===== src/sv/dshot_throttle_transmitter_top_macros.svh =====
// Assertion helpers shared by the transmitter RTL.
`ifndef DSHOT_THROTTLE_TRANSMITTER_TOP_MACROS_SVH
`define DSHOT_THROTTLE_TRANSMITTER_TOP_MACROS_SVH

// Check a consequence in the same cycle as its cause.
`define DSHOT_ASSERT_NOW(label, ante, cons, msg) \
  label: assert property (@(posedge clk) disable iff (rst) (ante) |-> (cons)) \
    else $error(msg);

// Check a consequence in the cycle after its cause.
`define DSHOT_ASSERT_NEXT(label, ante, cons, msg) \
  label: assert property (@(posedge clk) disable iff (rst) (ante) |=> (cons)) \
    else $error(msg);

`endif


===== src/sv/dshot_pkg.sv =====
package dshot_pkg;

  localparam int ARM_COUNT_BITS = 16;
  localparam int CFG_DATA_W = 16;

  localparam logic [10:0] THR_LIMIT = 11'd2000;
  localparam logic [10:0] MAP_BASE = 11'd48;
  localparam logic [10:0] MAP_BASE_M1 = 11'd47;

  localparam logic [10:0] MAX_THROTTLE_RST = 11'd1000;
  localparam logic [10:0] STEP_LIMIT_RST = 11'd1;
  localparam logic [15:0] ARM_FRAMES_RST = 16'd3000;
  localparam logic [7:0] ONE_HIGH_RST = 8'd12;
  localparam logic [7:0] ONE_LOW_RST = 8'd5;
  localparam logic [7:0] ZERO_HIGH_RST = 8'd6;
  localparam logic [7:0] ZERO_LOW_RST = 8'd11;

  typedef enum logic [1:0] {
    MODE_THROTTLE = 2'd0,
    MODE_STOP = 2'd1,
    MODE_TICK = 2'd2
  } mode_t;

  typedef enum logic [2:0] {
    CFG_MAX_THROTTLE = 3'd0,
    CFG_STEP_LIMIT = 3'd1,
    CFG_ARM_FRAMES = 3'd2,
    CFG_REQ_TELEMETRY = 3'd3,
    CFG_ONE_HIGH = 3'd4,
    CFG_ONE_LOW = 3'd5,
    CFG_ZERO_HIGH = 3'd6,
    CFG_ZERO_LOW = 3'd7
  } cfg_index_t;

  typedef struct packed {
    mode_t mode;
    logic signed [31:0] command_value;
    logic stop_value;
  } in_beat_t;

  typedef struct packed {
    logic [7:0] high_ticks;
    logic [7:0] low_ticks;
    logic bit_value;
    logic last_bit;
    logic [15:0] frame_word;
    logic armed;
    logic [10:0] current_throttle;
  } out_beat_t;

  function automatic logic [ARM_COUNT_BITS-1:0] arm_limit(input logic [15:0] frames);
    logic [63:0] top;
    logic [63:0] req;
    top = (64'd1 << ARM_COUNT_BITS) - 64'd1;
    req = 64'(frames);
    return ARM_COUNT_BITS'((req > top) ? top : req);
  endfunction

  // v*1999/2000 truncated is v-1 for v in 1..2000 and 0 for v = 0
  function automatic logic [15:0] frame_build(input logic [10:0] used, input logic tlm);
    logic [10:0] value;
    logic [11:0] upper;
    logic [3:0] csum;
    value = (used == 11'd0) ? MAP_BASE : used + MAP_BASE_M1;
    upper = {value, tlm};
    csum = upper[3:0] ^ upper[7:4] ^ upper[11:8];
    return {upper, csum};
  endfunction

endpackage


===== src/sv/dshot_throttle_transmitter_top.sv =====
// An accepted frame tick waits in the pending register until the frame buffer is free;
//   its sixteen symbols then pass from the buffer into the output register in order.
// Throughput: the serializer sends one symbol per cycle while the output is not stalled;
//   one more frame tick can pend meanwhile; throttle and stop beats are taken every cycle.
// Reset (synchronous): restores register defaults and clears throttle, arming and
//   serializer state; no clearing pass.
`include "dshot_throttle_transmitter_top_macros.svh"

module dshot_throttle_transmitter_top (
  input  logic                             clk,
  input  logic                             rst,
  input  logic                             in_valid,
  output logic                             in_stall,
  input  dshot_pkg::in_beat_t              in_data,
  output logic                             out_valid,
  input  logic                             out_stall,
  output dshot_pkg::out_beat_t             out_data,
  input  logic                             cfg_write,
  input  dshot_pkg::cfg_index_t            cfg_index,
  input  logic [dshot_pkg::CFG_DATA_W-1:0] cfg_data
);
  import dshot_pkg::*;

  logic [10:0] max_throttle;
  logic [10:0] step_limit;
  logic [15:0] arm_frames;
  logic        request_telemetry;
  logic [7:0]  one_high_ticks;
  logic [7:0]  one_low_ticks;
  logic [7:0]  zero_high_ticks;
  logic [7:0]  zero_low_ticks;

  logic [10:0]               target_throttle, target_throttle_next;
  logic                      stop_latched, stop_latched_next;
  logic [10:0]               ramped_throttle, ramped_throttle_next;
  logic [ARM_COUNT_BITS-1:0] arm_count, arm_count_next;
  logic                      armed_flag, armed_flag_next;

  logic        pend, pend_next;
  logic [10:0] pend_used, pend_used_next;
  logic        pend_armed, pend_armed_next;

  logic        buf_busy;
  logic [3:0]  buf_idx;
  logic [15:0] buf_frame;
  logic        buf_armed;
  logic [10:0] buf_used;

  logic accept, is_tick, sym_load, xfer, sym_bit;
  logic [ARM_COUNT_BITS-1:0] limit, count_inc;
  logic        armed_now;
  logic [10:0] cap, goal, ramp_val;

  assign is_tick  = (in_data.mode == MODE_TICK);
  assign in_stall = pend && is_tick;
  assign accept   = in_valid && !in_stall;
  assign sym_load = buf_busy && (!out_valid || !out_stall);
  assign xfer     = pend && (!buf_busy || (sym_load && buf_idx == 4'hF));
  assign sym_bit  = buf_frame[~buf_idx];

  assign limit     = arm_limit(arm_frames);
  assign count_inc = arm_count + ARM_COUNT_BITS'(1);
  assign armed_now = armed_flag || (arm_count >= limit);
  assign cap       = (max_throttle > THR_LIMIT) ? THR_LIMIT : max_throttle;
  assign goal      = stop_latched ? 11'd0 : target_throttle;

  always_comb begin
    ramp_val = ramped_throttle;
    if (ramped_throttle < goal) begin
      ramp_val = ((goal - ramped_throttle) > step_limit) ? ramped_throttle + step_limit : goal;
    end else if (ramped_throttle > goal) begin
      ramp_val = ((ramped_throttle - goal) > step_limit) ? ramped_throttle - step_limit : goal;
    end
  end

  always_comb begin
    target_throttle_next = target_throttle;
    stop_latched_next    = stop_latched;
    ramped_throttle_next = ramped_throttle;
    arm_count_next       = arm_count;
    armed_flag_next      = armed_flag;
    pend_next            = pend && !xfer;
    pend_used_next       = pend_used;
    pend_armed_next      = pend_armed;
    if (accept) begin
      unique case (in_data.mode)
        MODE_THROTTLE: begin
          if (in_data.command_value[31]) begin
            target_throttle_next = 11'd0;
          end else if (unsigned'(in_data.command_value) > 32'(cap)) begin
            target_throttle_next = cap;
          end else begin
            target_throttle_next = in_data.command_value[10:0];
          end
        end
        MODE_STOP: begin
          stop_latched_next = in_data.stop_value;
          if (in_data.stop_value) begin
            target_throttle_next = 11'd0;
          end
        end
        MODE_TICK: begin
          pend_next = 1'b1;
          if (armed_now) begin
            ramped_throttle_next = ramp_val;
            armed_flag_next      = 1'b1;
            pend_used_next       = ramp_val;
            pend_armed_next      = 1'b1;
          end else begin
            arm_count_next  = count_inc;
            armed_flag_next = (count_inc >= limit);
            pend_used_next  = 11'd0;
            pend_armed_next = 1'b0;
          end
        end
        default: begin
        end
      endcase
    end
  end

  always_ff @(posedge clk) begin
    if (rst) begin
      max_throttle      <= MAX_THROTTLE_RST;
      step_limit        <= STEP_LIMIT_RST;
      arm_frames        <= ARM_FRAMES_RST;
      request_telemetry <= 1'b0;
      one_high_ticks    <= ONE_HIGH_RST;
      one_low_ticks     <= ONE_LOW_RST;
      zero_high_ticks   <= ZERO_HIGH_RST;
      zero_low_ticks    <= ZERO_LOW_RST;
    end else if (cfg_write) begin
      unique case (cfg_index)
        CFG_MAX_THROTTLE:  max_throttle      <= cfg_data[10:0];
        CFG_STEP_LIMIT:    step_limit        <= cfg_data[10:0];
        CFG_ARM_FRAMES:    arm_frames        <= cfg_data[15:0];
        CFG_REQ_TELEMETRY: request_telemetry <= cfg_data[0];
        CFG_ONE_HIGH:      one_high_ticks    <= cfg_data[7:0];
        CFG_ONE_LOW:       one_low_ticks     <= cfg_data[7:0];
        CFG_ZERO_HIGH:     zero_high_ticks   <= cfg_data[7:0];
        CFG_ZERO_LOW:      zero_low_ticks    <= cfg_data[7:0];
        default: begin
        end
      endcase
    end
  end

  always_ff @(posedge clk) begin
    if (rst) begin
      target_throttle <= '0;
      stop_latched    <= 1'b0;
      ramped_throttle <= '0;
      arm_count       <= '0;
      armed_flag      <= 1'b0;
      pend            <= 1'b0;
    end else begin
      target_throttle <= target_throttle_next;
      stop_latched    <= stop_latched_next;
      ramped_throttle <= ramped_throttle_next;
      arm_count       <= arm_count_next;
      armed_flag      <= armed_flag_next;
      pend            <= pend_next;
    end
  end

  always_ff @(posedge clk) begin
    pend_used  <= pend_used_next;
    pend_armed <= pend_armed_next;
  end

  always_ff @(posedge clk) begin
    if (rst) begin
      buf_busy <= 1'b0;
      buf_idx  <= '0;
    end else if (xfer) begin
      buf_busy <= 1'b1;
      buf_idx  <= '0;
    end else if (sym_load) begin
      buf_busy <= (buf_idx != 4'hF);
      buf_idx  <= buf_idx + 4'd1;
    end
  end

  always_ff @(posedge clk) begin
    if (xfer) begin
      buf_frame <= frame_build(pend_used, request_telemetry);
      buf_armed <= pend_armed;
      buf_used  <= pend_used;
    end
  end

  always_ff @(posedge clk) begin
    if (rst) begin
      out_valid <= 1'b0;
    end else if (sym_load) begin
      out_valid <= 1'b1;
    end else if (!out_stall) begin
      out_valid <= 1'b0;
    end
  end

  always_ff @(posedge clk) begin
    if (sym_load) begin
      out_data.high_ticks       <= sym_bit ? one_high_ticks : zero_high_ticks;
      out_data.low_ticks        <= sym_bit ? one_low_ticks : zero_low_ticks;
      out_data.bit_value        <= sym_bit;
      out_data.last_bit         <= (buf_idx == 4'hF);
      out_data.frame_word       <= buf_frame;
      out_data.armed            <= buf_armed;
      out_data.current_throttle <= buf_used;
    end
  end

  `DSHOT_ASSERT_NEXT(a_tick_pends, accept && is_tick, pend, "accepted tick did not pend")
  `DSHOT_ASSERT_NEXT(a_armed_sticks, armed_flag, armed_flag, "armed flag dropped")
  `DSHOT_ASSERT_NOW(a_idx_busy, buf_idx != 4'd0, buf_busy, "symbol index set while idle")
  `DSHOT_ASSERT_NEXT(a_last_symbol, sym_load && buf_idx == 4'hF,
                     out_valid && out_data.last_bit, "sixteenth symbol not marked last")
  `DSHOT_ASSERT_NOW(a_unarmed_zero, out_valid && !out_data.armed,
                    out_data.current_throttle == 11'd0, "unarmed beat carries throttle")

endmodule

===== config.mk =====
export PLATFORM = sky130hd
export DESIGN_NAME = dshot_throttle_transmitter_top
export DESIGN_NICKNAME = d
export VERILOG_FILES = /design/src/sv/dshot_pkg.sv /design/src/sv/dshot_throttle_transmitter_top.sv
export VERILOG_INCLUDE_DIRS = /design/src /design/src/sv
export SDC_FILE = /design/constraint.sdc
export NUM_CORES = 1
export LEC_CHECK = 0
export BUFFER_PORTS_ARGS = -buffer_cell sky130_fd_sc_hd__buf_2
export CORE_MARGIN = 2
export CORE_UTILIZATION = 50
export CTS_CLUSTER_DIAMETER = 120
export DETAILED_ROUTE_END_ITERATION = 10
export PLACE_DENSITY = 0.66
export SLEW_MARGIN = 30
export SYNTH_ARGS = -nofsm -noshare
export SYNTH_HDL_FRONTEND = slang
export SYNTH_SLANG_ARGS = --single-unit

===== constraint.sdc =====
create_clock -name clk -period 11.2 [get_ports clk]
set_input_delay 0.56 -clock clk [delete_from_list [all_inputs] [get_ports clk]]
set_output_delay 0.56 -clock clk [all_outputs]
set_load 0.05 [all_outputs]

==> flow_summary_export.csv, run 1 <==
group,metric,value,unit
clock_tree,post_cts_resized,0,
setup_path,setup.worst_path.start_class,"flip-flop",
clock_tree,cts_tree,"yes",
timing,final.setup.tns,0,ns
final_layout,diodes,0,
setup_path,ff2ff_path_depth,18,
timing,period_minus_slack,4.982,ns
power,internal_power,1.331,mW
final_layout,areaGrowthSynthToFinish,12.60,%
power,ir_drop,0.1090,mV
place,dpl-instance-area,12880,sq um
setup_path,crit_slowest_cell,"and2_1",
clock_tree,cts_sinks,204,
clock_tree,clk_root_buffer_cell,"clkbuf_16",
final_layout,fill_cells,2126,
synthesis,synth.distinct_cells,75,
synthesis,synthFlopType,"dfxtp_1",
setup_path,arrival,5.23,ns
routing,num_vias,9636,
timing,final.setup_skew,0.007762,ns
run,drv_cap,0,
die,die_h,159.4,um
synthesis,syn_area,12080,sq um
setup_path,crit_required,11.44,ns
routing,via_per_inst,5.692,
routing,post_drt_wl_per_cell,17.88,um
setup_path,worst-path-max-fanout,14,
final_layout,nets,1530,
die,ios,107,
synthesis,seq_area_frac_synth,0.4093,
routing,drcViolationCount,0,
routing,drt_iter0_markers,574,
setup_path,critPathLaunch,"stop_latched",
power,p_leak,5.578,nW
synthesis,postSynthCellCount,1271,
clock_tree,cts_buffers,23,
setup_path,crit_buf_inv,1,
power,powerDensity,134.9,nW/um^2
clock_tree,cts_hold_buf,0,
global_routing,grt_busiest_layer,"met2",
timing,rsz0062_at_grt,"no",
place,gp_congestion,0.9309,
global_routing,antenna_found_initial,0,
setup_path,r2r-end,"pend_used[7]",
die,core,23610,sq um
global_routing,globalRouteMet3Util,0.02839,
timing,worst_pin_slew,0.9771,ns
final_layout,fin_util,0.5761,
synthesis,async_reset_ff_frac,0,
place,port_buffers,106,
power,clkPwrFrac,0.390,
setup_path,path_delay_family,"compound AO/OA/AOI/OAI gates",
timing,final-hold-violation-count,0,
power,power_frac_seq,0.436,
final_layout,final_cell_mix,"nand2_1, dfxtp_1, nor2_1, ha_1, buf_2",
setup_path,rr_startpoint,"stop_latched",
place,dp.cells,1653,
power,pwr-share-comb,0.174,
power,p_switching,0.5037,mW
synthesis,synth_fp_nets,1442,
global_routing,use_met2,0.3986,
clock_tree,clockBufferDepth,3,
global_routing,globalRouteOverflowTotal,0,
setup_path,critPathCaptureType,"flip-flop",
power,total_power,1.835,mW
setup_path,crit_chain,"nand2b_1, inv_1, fa_1, nand2_1, nand2_1, a21oi_1, o21bai_1, a21oi_1, o21ai_0, xor2_1, ha_1, nand4_1, a211o_1, o2111ai_1, and2_1, o22ai_1, a222oi_1, a21oi_1",
timing,setup_viol,0,
die,die_area,25420,sq um
final_layout,final_cells,1693,
final_layout,final_common_cell,"nand2_1",
global_routing,grt_start_max_net_pins,94,
clock_tree,post_cts_buffers,0,
timing,fin_crit_sh,0.4448,
place,post-dp-hpwl,22660,um
synthesis,yosys_warnings,0,
global_routing,met1_usage,0.3229,
setup_path,cp_common_cell,"a21oi_1",
setup_path,crit_path_end,"pend_used[7]",
timing,relSlewSlack,0.3462,
global_routing,gr-usage-all-layers,0.2365,
timing,fmax,200.7,MHz
die,initial_core_util,0.5116,
synthesis,synth-edff-count,86,
die,row_count,56,
synthesis,syn_avg_cell_area,9.505,sq um
final_layout,drive_gt1_frac,0.1376,
clock_tree,clkTransAtPathRegs,0.06,ns
routing,ant_nets,0,
clock_tree,clk_latency,0.50,ns
setup_path,crit_cells,18,
final_layout,fin_area,13600,sq um
clock_tree,htreeDepth,1,
global_routing,grt_pass1_wl,49020,um
setup_path,slowest_delay,0.59,ns
global_routing,grt_pass1_vias,9275,
die,die_w,159.4,um
routing,routed_wl,30270,um
setup_path,crit_type,"reg -> reg",
timing,slew_violations,0,
setup_path,rrSetupSlack,6.22,ns
routing,dr.pass1.iters,5,
power,switching_share,0.2746,
run_status,status,"finished clean",
synthesis,synth-seq-cells,204,
min_path,worstHoldPathType,"in -> reg",
worst min-delay path by stage:
stage	startpoint	endpoint	slack, ns	depth (start not counted)
2_1_floorplan	pend_armed	buf_armed	0.40	0
4_1_cts	cfg_data[11]	arm_frames[11]	0.25	2
6_report	cfg_data[11]	arm_frames[11]	0.26	2
3_5_place_dp	buf_used[10]	out_data[10]	0.40	0
5_1_grt	cfg_data[11]	arm_frames[11]	0.25	2
3_3_place_gp	buf_used[6]	out_data[6]	0.40	0
worst reg2reg max path: stages (launching register included):
cell	delay [ns]
dfxtp_1	0.47
nand2b_1	0.29
inv_1	0.12
fa_1	0.43
nand2_1	0.07
nand2_1	0.06
a21oi_1	0.24
o21bai_1	0.09
a21oi_1	0.31
o21ai_0	0.15
xor2_1	0.16
ha_1	0.30
nand4_1	0.14
a211o_1	0.30
o2111ai_1	0.27
and2_1	0.59
o22ai_1	0.28
a222oi_1	0.33
a21oi_1	0.12
layer usage:
layer,vias to the layer above,part of all wire
li1,4737,-
met1,4558,0.46
met2,282,0.47
met3,59,0.047
met4,0,0.026
met5,-,0
Yosys cell counts (4+ instances only):
cell / instances / area (sq um)
a211o_1: 20 / 175.2
a211oi_1: 13 / 97.59
a21o_1: 14 / 105.1
a21oi_1: 95 / 475.5
a22oi_1: 5 / 37.54
a311oi_1: 8 / 70.07
a31oi_1: 4 / 25.02
and2_1: 7 / 43.79
and3_1: 13 / 81.33
buf_2: 7 / 35.03
clkbuf_1: 38 / 142.6
dfxtp_1: 118 / 2362
edfxtp_1: 86 / 2582
fa_1: 4 / 80.08
ha_1: 108 / 1351
inv_1: 78 / 292.8
mux2_2: 13 / 146.4
mux2_4: 9 / 135.1
mux2i_1: 25 / 250.2
nand2_1: 136 / 510.5
nand2b_1: 23 / 143.9
nand3_1: 28 / 140.1
nand3b_1: 9 / 67.56
nand4_1: 17 / 106.4
nor2_1: 110 / 412.9
nor2b_1: 18 / 112.6
nor3_1: 21 / 105.1
nor4_1: 10 / 62.56
o2111ai_1: 15 / 131.4
o211ai_1: 14 / 105.1
o21a_1: 11 / 82.58
o21ai_0: 30 / 150.1
o21bai_1: 8 / 60.06
or2_2: 6 / 37.54
or3_1: 10 / 62.56
or4_1: 5 / 37.54
xnor2_1: 29 / 254.0
xor2_1: 46 / 402.9
sequential cells by signal, summed over array words and instances (netlist names), 4 cells and up:
name,cells
buf_idx,4
zero_high_ticks,8
target_throttle,11
arm_count,16
buf_frame,16
one_low_ticks,8
one_high_ticks,8
arm_frames,16
buf_used,11
pend_used,11
step_limit,11
ramped_throttle,11
out_data,46
zero_low_ticks,8
max_throttle,11
kinds of logic (layout without fill, tap and decap cells):
| logic type | Yosys count | after routing | synth area share |
|---|---|---|---|
| flip-flops | 204 | 204 | 0.4093 |
| adder cells (fa/ha/maj) | 112 | 112 | 0.1185 |
| buffers and inverters | 131 | 234 | 0.04423 |
| multiplexers | 52 | 52 | 0.05427 |
| AND/OR/NAND/NOR | 423 | 423 | 0.1668 |
| AO/OA/AOI/OAI | 274 | 274 | 0.1526 |
| XOR/XNOR | 75 | 75 | 0.05438 |
power by group through the flow:
stage | combinational, mW | clock (mW) | sequential, mW
finish | 0.319 | 0.715 | 0.800
global route | 0.348 | 0.761 | 0.802
CTS | 0.314 | 0.729 | 0.800
detailed placement | 0.313 | 0 | 0.816
global placement | 0.309 | 0 | 0.816
floorplan | 0.212 | 0 | 0.826
layout make-up:
| cell class | instances | area, sq um | area share |
|---|---|---|---|
| timing repair buffer | 116 | 611.8 | 0.04498 |
| tap | 319 | 399.1 | 0.02934 |
| clock inverter | 10 | 96.34 | 0.007082 |
| clock buffer | 30 | 611.8 | 0.04498 |
| inverter | 78 | 292.8 | 0.02152 |
| sequential | 204 | 4945 | 0.3635 |
| multi-input combinational | 936 | 6646 | 0.4886 |
stage by stage:
| step | hold WS (ns) | setup WS, ns |
|---|---|---|
| finish | 0.2649 | 6.218 |
| global route | 0.2518 | 5.750 |
| CTS | 0.2477 | 6.298 |
| detailed placement | 0.4045 | 6.288 |
| global placement | 0.4010 | 6.517 |
| floorplan | 0.4003 | 6.744 |
Note: power is estimated with default switching activity, not from simulation.
==> inputs of run 2 (changes only) <==
- clock period: 11.2 -> 4.8 ns (I/O delays scaled with it)
==> run 2 against run 1 <==
Net effect: clock-buffer cell count decreased by 4; clock skew grew 0.0031 ns; highest routed layer unchanged; largest power group unchanged; sequential power grew 130%; wire length up 3.9%; register-to-register slack worse by 5.9 ns; die area stayed put; fmax up 10%.
==> flow_summary_export.csv, run 2 (synthesized netlist as in run 1, its figures left out) <==
group,metric,value,unit
setup_path,r2r-end,"pend_used[7]",
timing,final-hold-violation-count,0,
place,gp_congestion,0.9467,
final_layout,final_common_cell,"nand2_1",
timing,fin_crit_sh,0.9411,
routing,via_per_inst,5.665,
die,die_area,25420,sq um
clock_tree,cts_tree,"yes",
timing,setup_viol,0,
global_routing,grt_pass1_wl,49640,um
die,die_w,159.4,um
routing,drcViolationCount,0,
global_routing,globalRouteOverflowTotal,0,
timing,rsz0062_at_grt,"no",
power,powerDensity,323.0,nW/um^2
timing,final.setup.tns,0,ns
setup_path,setup.worst_path.start_class,"flip-flop",
setup_path,arrival,4.76,ns
final_layout,diodes,0,
final_layout,drive_gt1_frac,0.1497,
final_layout,top_register,"out_data",
timing,worst_slack,0.2828,ns
setup_path,crit_type,"reg -> reg",
timing,final.setup_skew,0.01086,ns
min_path,worstHoldPathType,"in -> reg",
min_path,worstHoldStart,"cfg_data[13]",
routing,routed_wl,31460,um
setup_path,critPathCaptureType,"flip-flop",
timing,hold-worst-slack,0.01265,ns
die,initial_core_util,0.5116,
final_layout,final_cell_mix,"nand2_1, dfxtp_1, nor2_1, ha_1, buf_2",
clock_tree,cts_buffers,23,
final_layout,fin_util,0.5849,
die,die_h,159.4,um
setup_path,worst-path-max-fanout,7,
global_routing,grt_pass1_vias,9355,
timing,worst_pin_slew,0.9698,ns
clock_tree,clk_latency,0.51,ns
final_layout,fill_cells,2099,
setup_path,crit_required,5.04,ns
setup_path,cp_common_cell,"a21oi_1",
die,ios,107,
setup_path,rrSetupSlack,0.28,ns
setup_path,crit_slowest_cell,"a222oi_1",
routing,num_vias,9675,
clock_tree,post_cts_buffers,0,
global_routing,gr-usage-all-layers,0.2412,
place,post-dp-hpwl,23650,um
die,core,23610,sq um
routing,dr.pass1.iters,4,
clock_tree,clk_root_buffer_cell,"clkbuf_16",
power,ir_drop,0.2547,mV
final_layout,fin_area,13810,sq um
place,port_buffers,106,
clock_tree,cts_sinks,204,
run,drv_cap,0,
place,dpl-instance-area,12960,sq um
routing,drt_iter0_markers,644,
global_routing,antenna_found_initial,0,
setup_path,crit_buf_inv,2,
power,p_leak,5.679,nW
global_routing,grt_start_max_net_pins,94,
final_layout,nets,1544,
die,row_count,56,
place,dp_slack,0.2515,ns
min_path,whs_endpoint,"arm_frames[13]",
timing,slew_violations,0,
routing,ant_nets,0,
setup_path,slowest_delay,0.42,ns
setup_path,rr_startpoint,"stop_latched",
routing,post_drt_wl_per_cell,18.42,um
min_path,hold_path_depth,3,
clock_tree,clockBufferDepth,3,
clock_tree,htreeDepth,1,
timing,fmax,221.4,MHz
clock_tree,clkTransAtPathRegs,0.07,ns
setup_path,path_delay_family,"compound AO/OA/AOI/OAI gates",
final_layout,largest_reg_flops,46,
setup_path,crit_chain,"nand2b_1, inv_1, ha_1, inv_1, fa_1, a21o_1, a21oi_1, o21ai_0, a21oi_1, o21ai_0, xor2_1, ha_1, and4_1, nand3_1, and2_1, nor2_2, nor2_1, a222oi_1, a21oi_1",
final_layout,areaGrowthSynthToFinish,14.32,%
timing,relSlewSlack,0.3511,
timing,period_minus_slack,4.517,ns
run_status,status,"finished clean",
setup_path,ff2ff_path_depth,19,
## run 2: layout make-up
type | count | area, sq um | share of cell area
Clock buffer | 26 | 596.8 | 0.04321
Clock inverter | 15 | 188.9 | 0.01368
Inverter | 78 | 292.8 | 0.02120
Multi-Input combinational cell | 936 | 6653 | 0.4817
Sequential cell | 204 | 4945 | 0.3580
Tap cell | 319 | 399.1 | 0.02890
Timing Repair Buffer | 130 | 735.7 | 0.05327
## run 2: how the worst max path moves through the flow
stage	cells past startpoint	slack [ns]	start	endpoint
2_1_floorplan	6	0.42	out_valid	buf_idx[0]
3_3_place_gp	19	0.30	stop_latched	pend_used[7]
3_5_place_dp	19	0.25	stop_latched	pend_used[7]
4_1_cts	19	0.22	stop_latched	pend_used[7]
5_1_grt	19	0.002	stop_latched	pend_used[7]
6_report	19	0.28	stop_latched	pend_used[7]
## run 2: metal layers
layer,global-route usage,part of all wire
met1,0.3287,0.47
met2,0.4089,0.46
met3,0.02553,0.042
met4,0.06694,0.028
met5,0,0
## run 2: what timing repair did
action,4_1_cts,5_1_grt
endpoints found under the setup margin,0,5
endpoints found under the hold margin,4,0
hold buffers,4,0
resized for setup,0,3
## run 2: power by group
group	internal [mW]	switching, mW
Sequential	1.84	0.0244
Combinational	0.286	0.479
Clock	1.11	0.716
Total	3.24	1.22
## run 2: through the flow
stage	cells	power, mW
6_report	1708	4.461
5_1_grt	1708	4.623
4_1_cts	1707	4.470
3_5_place_dp	1662	2.646
3_3_place_gp	1662	2.644
2_1_floorplan	1271	2.421
## run 2: worst reg2reg max path: cells and delay by family (launching register included)
| family | cells | cell delay [ns] |
|---|---|---|
| buf+inv | 2 | 0.16 |
| compound gates | 7 | 1.51 |
| xor+xnor | 1 | 0.16 |
| simple gates | 6 | 1.21 |
| flops | 1 | 0.33 |
| fa+ha+maj | 3 | 0.89 |
==> inputs of run 3 (changes only) <==
- CORE_MARGIN: 2 -> unset
- clock period: 4.8 -> 5.5 ns (I/O delays scaled with it)
==> run 3 against run 2 <==
Net effect: largest cell class unchanged; first-iteration DRC count decreased by 16%; combinational power decreased by 15%; sequential cell count unchanged.
==> flow_summary_export.csv, run 3 (synthesized netlist as in run 1, its figures left out) <==
group,metric,value,unit
run_status,status,"finished clean",
global_routing,grt_pass1_vias,9102,
global_routing,gr-usage-all-layers,0.2499,
die,die_h,157.4,um
timing,setup_viol,0,
final_layout,nets,1531,
run,drv_cap,0,
die,initial_core_util,0.5116,
setup_path,r2r-end,"pend_used[7]",
setup_path,setup.worst_path.start_class,"flip-flop",
timing,fin_crit_sh,0.9099,
routing,drcViolationCount,0,
setup_path,rrSetupSlack,0.50,ns
routing,ant_nets,0,
setup_path,cp_common_cell,"a21oi_1",
clock_tree,clockBufferDepth,3,
routing,routed_wl,30550,um
clock_tree,clk_latency,0.50,ns
setup_path,crit_required,5.74,ns
routing,post_drt_wl_per_cell,18.02,um
global_routing,globalRouteOverflowTotal,0,
die,ios,107,
timing,worst_pin_slew,0.9608,ns
global_routing,grt_start_max_net_pins,92,
final_layout,seq_area,4945,sq um
final_layout,fill_cells,2113,
clock_tree,cts_buffers,22,
routing,via_per_inst,5.699,
clock_tree,htreeDepth,1,
setup_path,crit_cells,17,
power,ir_drop,0.2433,mV
place,port_buffers,106,
setup_path,arrival,5.24,ns
timing,fmax,199.8,MHz
clock_tree,cts_sinks,204,
die,core,23610,sq um
final_layout,multiInputGateArea,6646,sq um
die,row_count,56,
global_routing,globalRouteMet3Util,0.02781,
setup_path,worst-path-max-fanout,14,
timing,final-hold-violation-count,0,
place,dpl-instance-area,12890,sq um
setup_path,critPathCaptureType,"flip-flop",
setup_path,path_delay_family,"compound AO/OA/AOI/OAI gates",
clock_tree,cts_hold_buf,1,
routing,num_vias,9660,
final_layout,final_common_cell,"nand2_1",
min_path,hold_path_depth,3,
min_path,worstHoldPathType,"in -> reg",
final_layout,areaGrowthSynthToFinish,12.45,%
timing,slew_violations,0,
setup_path,crit_type,"reg -> reg",
final_layout,drive_gt1_frac,0.1374,
die,die_area,24790,sq um
setup_path,ff2ff_path_depth,17,
setup_path,slowest_delay,0.59,ns
global_routing,met1_usage,0.3345,
global_routing,grt_busiest_layer,"met2",
die,die_w,157.4,um
final_layout,final_cell_mix,"nand2_1, dfxtp_1, nor2_1, ha_1, buf_2",
clock_tree,post_cts_resized,0,
min_path,whs_endpoint,"arm_frames[12]",
setup_path,crit_slowest_cell,"and2_1",
final_layout,fin_area,13580,sq um
timing,relSlewSlack,0.3571,
timing,period_minus_slack,5.004,ns
min_path,worstHoldStart,"cfg_data[12]",
timing,rsz0062_at_grt,"no",
global_routing,grt_pass1_wl,48180,um
clock_tree,post_cts_buffers,0,
timing,final.setup_skew,0.008098,ns
timing,final.setup.tns,0,ns
final_layout,fin_util,0.5753,
power,p_leak,5.571,nW
global_routing,antenna_found_initial,0,
setup_path,crit_chain,"nand2b_1, inv_1, ha_1, a21oi_1, o21ai_0, a21o_1, a21oi_1, o21a_1, o311ai_0, ha_1, nand4_1, a211o_1, o2111ai_1, and2_1, o22ai_1, a222oi_1, a21oi_1",
routing,dr.pass1.iters,7,
place,gp_congestion,0.9750,
final_layout,largest_reg_flops,46,
final_layout,top_register,"out_data",
clock_tree,clk_root_buffer_cell,"clkbuf_16",
clock_tree,cts_tree,"yes",
final_layout,diodes,0,
global_routing,use_met2,0.4265,
routing,drt_iter0_markers,543,
setup_path,rr_startpoint,"stop_latched",
place,post-dp-hpwl,23010,um
power,powerDensity,269.6,nW/um^2
setup_path,crit_buf_inv,1,
clock_tree,clkTransAtPathRegs,0.06,ns
## run 3: stage by stage
stage	total power, mW	hold slack [ns]	setup slack, ns	instances
final	3.662	0.03428	0.4958	1695
after floorplan	2.113	0.3928	1.125	1271
after detailed placement	2.294	0.4045	0.5912	1654
after CTS	3.682	0.01579	0.5634	1695
after global routing	3.816	0.02367	0.1319	1695
after global placement	2.291	0.4004	0.7400	1654
## run 3: where the power goes
part	internal [mW]	leakage, nW	switching [mW]	total (mW)
clock network	0.812	0.330	0.571	1.38
registers	1.61	1.74	0.0210	1.63
logic	0.231	3.50	0.418	0.649
## run 3: routing by layer
metal / vias to the layer above / part of all wire
met2: 293 / 0.47
met4: 0 / 0.024
met3: 51 / 0.050
li1: 4755 / -
met5: - / 0
met1: 4561 / 0.45
## run 3: how the worst max path moves through the flow
| stage | startpoint | to | slack, ns |
|---|---|---|---|
| final | stop_latched | pend_used[7] | 0.50 |
| after global routing | stop_latched | pend_used[7] | 0.13 |
| after CTS | stop_latched | pend_used[7] | 0.56 |
| after detailed placement | stop_latched | pend_used[7] | 0.59 |
| after global placement | stop_latched | pend_used[7] | 0.74 |
| after floorplan | out_valid | buf_idx[0] | 1.12 |
## run 3: worst register-to-register path: stages, from the launching register on
cell and delay, ns:
dfxtp_1 0.49, nand2b_1 0.31, inv_1 0.13, ha_1 0.32, a21oi_1 0.14, o21ai_0 0.13
a21o_1 0.20, a21oi_1 0.28, o21a_1 0.20, o311ai_0 0.15, ha_1 0.34, nand4_1 0.15
a211o_1 0.30, o2111ai_1 0.30, and2_1 0.59, o22ai_1 0.25, a222oi_1 0.35, a21oi_1 0.12
## run 3: final cells by class
class                           count  share of cell area
Inverter                           78             0.02155
Clock buffer                       30             0.04430
Timing Repair Buffer              118             0.04605
Clock inverter                     10            0.005434
Multi-Input combinational cell    936              0.4893
Tap cell                          319             0.02938
Sequential cell                   204              0.3640
